==> config.mk <==
export PLATFORM = sky130hd
export DESIGN_NAME = numeric_literal_parser_top
export DESIGN_NICKNAME = d
export VERILOG_FILES = /design/src/rtl/nlp_pkg.sv /design/src/rtl/nlp_step.sv /design/src/rtl/numeric_literal_parser_top.sv
export SDC_FILE = /design/constraint.sdc
export NUM_CORES = 1
export LEC_CHECK = 0
export BUFFER_PORTS_ARGS = -buffer_cell sky130_fd_sc_hd__buf_4
export CORE_UTILIZATION = 50
export CTS_CLUSTER_SIZE = 30
export DETAILED_ROUTE_END_ITERATION = 8
export PLACE_DENSITY_LB_ADDON = 0.12
export SYNTH_ARGS = -nofsm -noshare
export SYNTH_HDL_FRONTEND = slang
export SYNTH_SLANG_ARGS = --single-unit
==> constraint.sdc <==
create_clock -name clk_i -period 11.9 [get_ports clk_i]
set_clock_uncertainty 0.2 [all_clocks]
set_input_delay 0.595 -clock clk_i [delete_from_list [all_inputs] [get_ports clk_i]]
set_output_delay 0.595 -clock clk_i [all_outputs]
set_load 0.01 [all_outputs]
==> src/rtl/nlp_pkg.sv <==
// Package for the numeric literal parser: token state type, position and
// status codes, and the character constants used by the step logic.
// No dependencies.
package nlp_pkg;

  localparam int unsigned ValueW  = 32;
  localparam int unsigned CharW   = 8;
  localparam int unsigned StatusW = 2;
  localparam int unsigned PosW    = 2;

  // token position codes
  localparam logic [PosW-1:0] PosStart = 2'd0;
  localparam logic [PosW-1:0] PosZero  = 2'd1;
  localparam logic [PosW-1:0] PosBody  = 2'd2;

  // result status codes
  localparam logic [StatusW-1:0] StOrdinal    = 2'd0;
  localparam logic [StatusW-1:0] StNotOrdinal = 2'd1;
  localparam logic [StatusW-1:0] StTooBig     = 2'd2;

  localparam logic [CharW-1:0] ChZero  = 8'h30;
  localparam logic [CharW-1:0] ChNine  = 8'h39;
  localparam logic [CharW-1:0] ChUpA   = 8'h41;
  localparam logic [CharW-1:0] ChUpZ   = 8'h5a;
  localparam logic [CharW-1:0] ChLowA  = 8'h61;
  localparam logic [CharW-1:0] ChLowF  = 8'h66;
  localparam logic [CharW-1:0] ChLowK  = 8'h6b;
  localparam logic [CharW-1:0] ChLowM  = 8'h6d;
  localparam logic [CharW-1:0] ChLowX  = 8'h78;
  localparam logic [CharW-1:0] CaseOff = 8'h20;

  localparam logic [ValueW-1:0] NarrowMax = 32'h0000_ffff;
  localparam int unsigned ShiftK = 10;
  localparam int unsigned ShiftM = 20;

  typedef struct packed {
    logic [ValueW-1:0] acc;
    logic              hex;
    logic              seen_digit;
    logic [PosW-1:0]   position;
    logic              failed;
  } state_t;

  typedef struct packed {
    logic               valid;
    logic [ValueW-1:0]  value;
    logic [StatusW-1:0] status;
  } result_t;

  localparam state_t StateClear = '{acc: '0, hex: 1'b0, seen_digit: 1'b0,
                                    position: PosStart, failed: 1'b0};

endpackage

==> src/rtl/nlp_step.sv <==
// Next-state and result logic for one token character.
// Depends on nlp_pkg.
module nlp_step (
  input  nlp_pkg::state_t              state_i,
  input  logic [nlp_pkg::CharW-1:0]    char_i,
  input  logic                         last_i,
  input  logic                         empty_i,
  input  logic                         narrow_i,
  output nlp_pkg::state_t              state_o,
  output nlp_pkg::result_t             result_o
);
  import nlp_pkg::*;

  logic [CharW-1:0]  c;
  logic              take_body;
  logic              is_dec;
  logic              is_hex;
  logic [3:0]        digit;
  logic [ValueW-1:0] scaled;
  state_t            nxt;

  always_comb begin
    c = char_i;
    if (char_i >= ChUpA && char_i <= ChUpZ) begin
      c = char_i + CaseOff;
    end
  end

  assign is_dec = (c >= ChZero) && (c <= ChNine);
  assign is_hex = state_i.hex && (c >= ChLowA) && (c <= ChLowF);
  assign digit  = is_dec ? c[3:0] : 4'(c[3:0] + 4'd9);
  assign scaled = state_i.hex ? (state_i.acc << 4)
                              : ((state_i.acc << 3) + (state_i.acc << 1));

  always_comb begin
    nxt       = state_i;
    take_body = 1'b0;
    result_o  = '{valid: 1'b0, value: '0, status: StOrdinal};
    if (empty_i) begin
      nxt      = StateClear;
      result_o = '{valid: 1'b1, value: '0, status: StNotOrdinal};
    end else begin
      if (!state_i.failed) begin
        unique case (state_i.position)
          PosStart: begin
            if (c == ChZero && !last_i) nxt.position = PosZero;
            else                        take_body = 1'b1;
          end
          PosZero: begin
            if (c == ChLowX) begin
              nxt.hex      = 1'b1;
              nxt.position = PosBody;
            end else begin
              take_body = 1'b1;
            end
          end
          default: take_body = 1'b1;
        endcase
        if (take_body) begin
          nxt.position = PosBody;
          if (c == ChLowK || c == ChLowM) begin
            if (!last_i || !state_i.seen_digit) nxt.failed = 1'b1;
            else if (c == ChLowK) nxt.acc = state_i.acc << ShiftK;
            else                  nxt.acc = state_i.acc << ShiftM;
          end else if (is_dec || is_hex) begin
            nxt.acc        = scaled + {{(ValueW-4){1'b0}}, digit};
            nxt.seen_digit = 1'b1;
          end else begin
            nxt.failed = 1'b1;
          end
        end
      end
      if (last_i) begin
        result_o.valid = 1'b1;
        if (nxt.failed) begin
          result_o.status = StNotOrdinal;
        end else if (narrow_i && nxt.acc > NarrowMax) begin
          result_o.status = StTooBig;
        end else begin
          result_o.value = nxt.acc;
        end
        nxt = StateClear;
      end
    end
  end

  assign state_o = nxt;

endmodule

==> src/rtl/numeric_literal_parser_top.sv <==
// Top level of the numeric literal parser: input register, token state,
// result register. Depends on nlp_pkg and nlp_step.
// Throughput: one item per cycle, except that an item yielding a result waits while
// the result register holds a result not yet taken; the token state update is a single
// shift-and-add step between the input register and the state register.
// Reset clears the token state and both valid flags; no clearing pass.
module numeric_literal_parser_top (
  input  logic                          clk_i,
  input  logic                          rst_ni,
  input  logic                          s_axis_tvalid_i,
  output logic                          s_axis_tready_o,
  input  logic [nlp_pkg::CharW-1:0]     s_axis_tdata_i,  // [7:0] char_code
  input  logic                          s_axis_tlast_i,  // last_char
  input  logic [1:0]                    s_axis_tuser_i,  // [0] empty_token, [1] narrow
  output logic                          m_axis_tvalid_o,
  input  logic                          m_axis_tready_i,
  output logic [nlp_pkg::ValueW-1:0]    m_axis_tdata_o,  // [31:0] value
  output logic [nlp_pkg::StatusW-1:0]   m_axis_tuser_o   // [1:0] status
);
  import nlp_pkg::*;

  logic             in_valid_q;
  logic [CharW-1:0] in_char_q;
  logic             in_last_q, in_empty_q, in_narrow_q;
  state_t           state_q, state_d;
  result_t          step_res;
  logic             out_valid_q;
  logic [ValueW-1:0]  out_value_q;
  logic [StatusW-1:0] out_status_q;
  logic             out_free, process;

  nlp_step u_step (
    .state_i  (state_q),
    .char_i   (in_char_q),
    .last_i   (in_last_q),
    .empty_i  (in_empty_q),
    .narrow_i (in_narrow_q),
    .state_o  (state_d),
    .result_o (step_res)
  );

  assign out_free        = !out_valid_q || m_axis_tready_i;
  assign process         = in_valid_q && (!step_res.valid || out_free);
  assign s_axis_tready_o = !in_valid_q || process;

  always_ff @(posedge clk_i or negedge rst_ni) begin
    if (!rst_ni) begin
      in_valid_q <= 1'b0;
    end else if (s_axis_tready_o) begin
      in_valid_q <= s_axis_tvalid_i;
    end
  end

  always_ff @(posedge clk_i) begin
    if (s_axis_tready_o && s_axis_tvalid_i) begin
      in_char_q   <= s_axis_tdata_i;
      in_last_q   <= s_axis_tlast_i;
      in_empty_q  <= s_axis_tuser_i[0];
      in_narrow_q <= s_axis_tuser_i[1];
    end
  end

  always_ff @(posedge clk_i or negedge rst_ni) begin
    if (!rst_ni) begin
      state_q <= StateClear;
    end else if (process) begin
      state_q <= state_d;
    end
  end

  always_ff @(posedge clk_i or negedge rst_ni) begin
    if (!rst_ni) begin
      out_valid_q <= 1'b0;
    end else if (process && step_res.valid) begin
      out_valid_q <= 1'b1;
    end else if (m_axis_tready_i) begin
      out_valid_q <= 1'b0;
    end
  end

  always_ff @(posedge clk_i) begin
    if (process && step_res.valid) begin
      out_value_q  <= step_res.value;
      out_status_q <= step_res.status;
    end
  end

  assign m_axis_tvalid_o = out_valid_q;
  assign m_axis_tdata_o  = out_value_q;
  assign m_axis_tuser_o  = out_status_q;

  a_status_code: assert property (@(posedge clk_i) disable iff (!rst_ni)
    m_axis_tvalid_o |-> (m_axis_tuser_o == StOrdinal || m_axis_tuser_o == StNotOrdinal ||
                         m_axis_tuser_o == StTooBig))
    else $error("reserved status code on output");

  a_fail_zero: assert property (@(posedge clk_i) disable iff (!rst_ni)
    (m_axis_tvalid_o && m_axis_tuser_o != StOrdinal) |-> m_axis_tdata_o == '0)
    else $error("nonzero value with failing status");

  a_clear_after_result: assert property (@(posedge clk_i) disable iff (!rst_ni)
    (process && step_res.valid) |=> (state_q == StateClear))
    else $error("token state not cleared after result");

  a_zero_prefix: assert property (@(posedge clk_i) disable iff (!rst_ni)
    (state_q.position == PosZero) |-> (state_q.acc == '0 && !state_q.hex &&
                                       !state_q.seen_digit && !state_q.failed))
    else $error("dropped leading zero left nonclear state");

  a_hex_in_body: assert property (@(posedge clk_i) disable iff (!rst_ni)
    state_q.hex |-> state_q.position == PosBody)
    else $error("hex mode outside token body");

endmodule
==> results <==
- In the final layout, the share of cells above drive strength 1 is 10.9%.
- The type of origin of the critical path is a register.
- The buffers inserted during post-CTS setup optimization is 0.
- The sequential cell fraction of total power is 48.2%.
- The initialized floorplan defines 43 standard-cell rows.
- Timing would allow up to 149 MHz.
- The number of buffers inserted during clock tree synthesis is 9.
- Yosys attributes the largest share of cell area to sky130_fd_sc_hd__edfxtp_1 (19%), sky130_fd_sc_hd__dfrtp_1 (14%), sky130_fd_sc_hd__ha_1 (6.7%), sky130_fd_sc_hd__nand2_1 (5.2%), sky130_fd_sc_hd__a21oi_1 (4.4%).
- Net switching is 28.3% of the power.
- The number of diodes added for antenna fixing is 0.
- The post-synthesis register bit count is 84.
- For this run, design rule violations remaining after detail routing come to 0.
- The clock tree from TritonCTS is done.
- The initial antenna violation count is 0.
- The endpoint identified for the worst register-to-register timing path is m_axis_tdata_o[2]$_SDFFCE_PP0P_.
- Once the clock tree was built, the resizer swapped 0 gates to a different size.
- The number of pins exceeding their max-slew limit in the final report is 0.
- The worst slew margin relative to its limit is 29.3%.
- The number of enable-type register cells in the synthesized netlist is 45.
- Detailed placement ended at an HPWL of 15.9 mm.
- The first detailed-routing pass ran for 5 iterations.
- The global-route wire length before repair is 34.2 mm.
- The number of cells on the worst reg-to-reg path is 21.
- The number of global-route vias before repair is 6355.
- The H-tree depth is 3.
- For the pin with the worst max-slew slack, the measured transition is 1060 ps.
- The run finished with clean final reports.
- The total setup violations reported at the end of the flow is 0.
- In this run the count of I/O pins placed on the die edge is 51.
- The share of total power dissipated in the clock network is 38.2%.
- The area overhead of the layout relative to synthesis is 10.3%.
- The maximum clock path buffer count is 2.
- The total routed wirelength is 21.6 mm.
- The highest ir drop seen on vdd is 0.0800 mV.
- Clock-pin slew was measured on the worst setup and hold paths at 70 ps.
- After routing, the total negative slack on setup checks comes to 0 ps.
- The class of the most critical hold timing path is primary input to asynchronous set/reset pin.
- The number of maximum-capacitance constraint violations is 0.
- The total overflow left after global routing is 0.
- The largest fanout on the critical path is 16.
- Setup repair after global routing left no endpoint under its margin.
- The wire length per cell is 20.6 µm.
- For this design, the CTS-stage hold fixing added 0 buffers.
- Entering global routing, the biggest net connects 68 pins.
- The post-route cell area is 7870 µm².
- The average vias per placed instance is 6.51.
- Global routing used 30.2% of the available tracks across all layers.
- The tree is rooted in a sky130_fd_sc_hd__clkbuf_16.
- The detailed route wirelength on metal3 is 1.42 mm.
- In this run, the number of DRC markers left after iteration 0 of detailed routing was 712.
- For this run, the leading register cell type out of synthesis is sky130_fd_sc_hd__edfxtp_1.
- The total die area is 14700 µm².
- The clock period minus final worst setup slack is 6720 ps.
- The type of the worst setup path is register to register.
- The power density over the cells is 88.7 nW/µm².
- The beginning of the worst register-to-register path is in_char_q[1]$_DFFE_PP_.
- The clock reaches the later pin of the worst-skew pair after 350 ps.
- The number of antenna-violating nets in the routed design is 0.
- The setup slack on the worst flop-to-flop path is 5180 ps.
- Yosys printed 0 warnings.
- Summing over every cut layer, the via total after detailed routing is 6811.
- The post-synth design cell area is 7130 µm².
- At the end of routability-driven placement, the weighted congestion stood at 0.912.
- The final-stage net count is 916.
- Buffers placed on the I/O ports in this run total 50.
- The leakage dissipation is 0.00310 µW.
- Counting every sink on the clock net gives 84.
- For the worst setup path, the data required time is 11780 ps.
- The arrival time reported for the critical path endpoint is 6600 ps.
- Of all cell types, the one taking the most synthesized area is sky130_fd_sc_hd__edfxtp_1.
- The length of routed met2 wiring is 9.91 mm.
- The synthesized design devotes to its leading area cell type 18.9% of total area.
- The core region is 13900 µm².
- The instance area at placement is 7590 µm².
- The part of the cycle the worst path needs is 56.5%.
- The share of async-settable or async-resettable flops after synthesis is 46.4%.
- The vertical die dimension is 121 µm.
- The final hold violation count is 0.
- The floorplan die width is 121 µm.
- The worst setup path is captured at a register.
- After detailed routing, the wire length on met1 is 9.61 mm.
- Summing the sequential cell areas from Yosys gives 32.6% of the chip area.
- Once the floorplan was initialized, standard cells occupied 51.4% of the core.
- The synthesized net count is 892.
- The cell-internal power is 501 µW.
- The combinational share of power is 13.6%.
- Synthesis produced 837 cells.
- The top metal layer carrying routed signals is met4.
- Synthesis instantiated 77 different standard cells from the library.
- The mean post-synth cell area is 8.52 µm².
- The net switching component of the power is 197 µW.
-- final cells by class --
class / count / area [µm²]
clock buffer: 9 / 225
inverter: 20 / 75.1
tap: 180 / 225
multi-input combinational: 692 / 4560
clock inverter: 7 / 48.8
timing repair buffer: 54 / 405
fill: 1274 / 6010
sequential: 84 / 2330
-- synthesized netlist by cell type, drive strengths merged, types with 7 or more instances --
library cell	number
nor2	71
o21ai	63
a2111oi	7
nand4	19
nor2b	19
ha	38
or3	7
clkbuf	21
nand2b	10
dfrtp	39
nor4	9
edfxtp	45
a221oi	7
a22oi	10
nand3	19
a22o	10
nor3	23
inv	20
nand2	99
xnor2	24
xor2	18
o22ai	9
a21oi	63
o21a	11
and2	12
mux2i	14
buf	20
a21o	12
o211ai	9
o221ai	8
-- metal layers --
layer  global-route usage [%]  vias up
met3                     5.83       57
met5                        0        -
met4                     11.3        0
li1                         -     3205
met1                     40.9     3254
met2                     47.5      295
-- worst max-delay path: stages (launching register included) --
cell,delay (ps)
sky130_fd_sc_hd__edfxtp_1,450
sky130_fd_sc_hd__inv_1,140
sky130_fd_sc_hd__ha_1,230
sky130_fd_sc_hd__or4b_1,540
sky130_fd_sc_hd__o21ai_0,290
sky130_fd_sc_hd__a211o_1,250
sky130_fd_sc_hd__nand3b_1,270
sky130_fd_sc_hd__nand2_1,110
sky130_fd_sc_hd__xnor2_1,280
sky130_fd_sc_hd__fa_1,280
sky130_fd_sc_hd__a21oi_1,70
sky130_fd_sc_hd__or2_1,240
sky130_fd_sc_hd__or3_1,440
sky130_fd_sc_hd__nor3_1,560
sky130_fd_sc_hd__and2_1,270
sky130_fd_sc_hd__nand3_2,160
sky130_fd_sc_hd__nor4_1,400
sky130_fd_sc_hd__xnor2_1,140
sky130_fd_sc_hd__o221ai_1,400
sky130_fd_sc_hd__a2111oi_4,120
sky130_fd_sc_hd__a31oi_4,510
sky130_fd_sc_hd__nor2_1,110
-- stage by stage --
step	cells	total power (µW)	hold WS, ps	worst slack, ps	utilization (%)
3_3_place_gp	1030	433	284	5620	54.7
5_1_grt	1046	719	67.1	4790	56.7
2_1_floorplan	837	396	99.4	6170	-
3_5_place_dp	1030	435	291	5290	54.7
6_report	1046	698	24.3	5180	56.7
4_1_cts	1046	699	48.0	5260	56.7
-- how the worst max path moves through the flow --
stage / start / endpoint
final: in_char_q[1]$_DFFE_PP_ / m_axis_tdata_o[2]$_SDFFCE_PP0P_
after detailed placement: in_char_q[1]$_DFFE_PP_ / m_axis_tdata_o[2]$_SDFFCE_PP0P_
after CTS: in_char_q[1]$_DFFE_PP_ / m_axis_tdata_o[1]$_SDFFCE_PP0P_
after global routing: in_char_q[1]$_DFFE_PP_ / m_axis_tdata_o[12]$_SDFFCE_PP0P_
after floorplan: in_char_q[1]$_DFFE_PP_ / m_axis_tdata_o[6]$_SDFFCE_PP0P_
after global placement: in_char_q[1]$_DFFE_PP_ / m_axis_tdata_o[1]$_SDFFCE_PP0P_
-- state kept, by name, summed over array words and instances, names as in the netlist --
register / cells
in_empty_q: 1
in_valid_q: 1
state_q: 37
in_last_q: 1
m_axis_tuser_o: 2
in_narrow_q: 1
m_axis_tdata_o: 32
in_char_q: 8
m_axis_tvalid_o: 1
-- cells in the final DEF (no fill, tap or decap), drive strengths merged, types with 19 or more instances in the layout --
cell type,instances
o21ai,63
inv,23
nand3,19
buf,54
nor2b,19
nand4,19
nor3,23
nor2,71
ha,38
a21oi,63
dfrtp,39
edfxtp,45
nand2,99
xnor2,24
-- cell families (layout without fill, tap and decap cells) --
logic type / after synthesis / in the layout / share of synthesized area (%)
AND/OR/NAND/NOR: 318 / 318 / 22.1
AO/OA/AOI/OAI: 275 / 275 / 26.8
flip-flops: 84 / 84 / 32.6
buffers and inverters: 61 / 90 / 3.60
XOR/XNOR: 42 / 42 / 5.16
adder cells (fa/ha/maj): 40 / 40 / 7.23
multiplexers: 17 / 17 / 2.44
-- power by group through the flow --
| stage | Combinational (µW) | Sequential [µW] | Clock, µW |
|---|---|---|---|
| 2_1_floorplan | 55.3 | 341 | 0 |
| 3_3_place_gp | 92.0 | 341 | 0 |
| 3_5_place_dp | 93.9 | 341 | 0 |
| 4_1_cts | 94.4 | 336 | 269 |
| 5_1_grt | 103 | 338 | 278 |
| 6_report | 95.2 | 336 | 267 |
No activity file was read; power rests on OpenSTA's default activity.
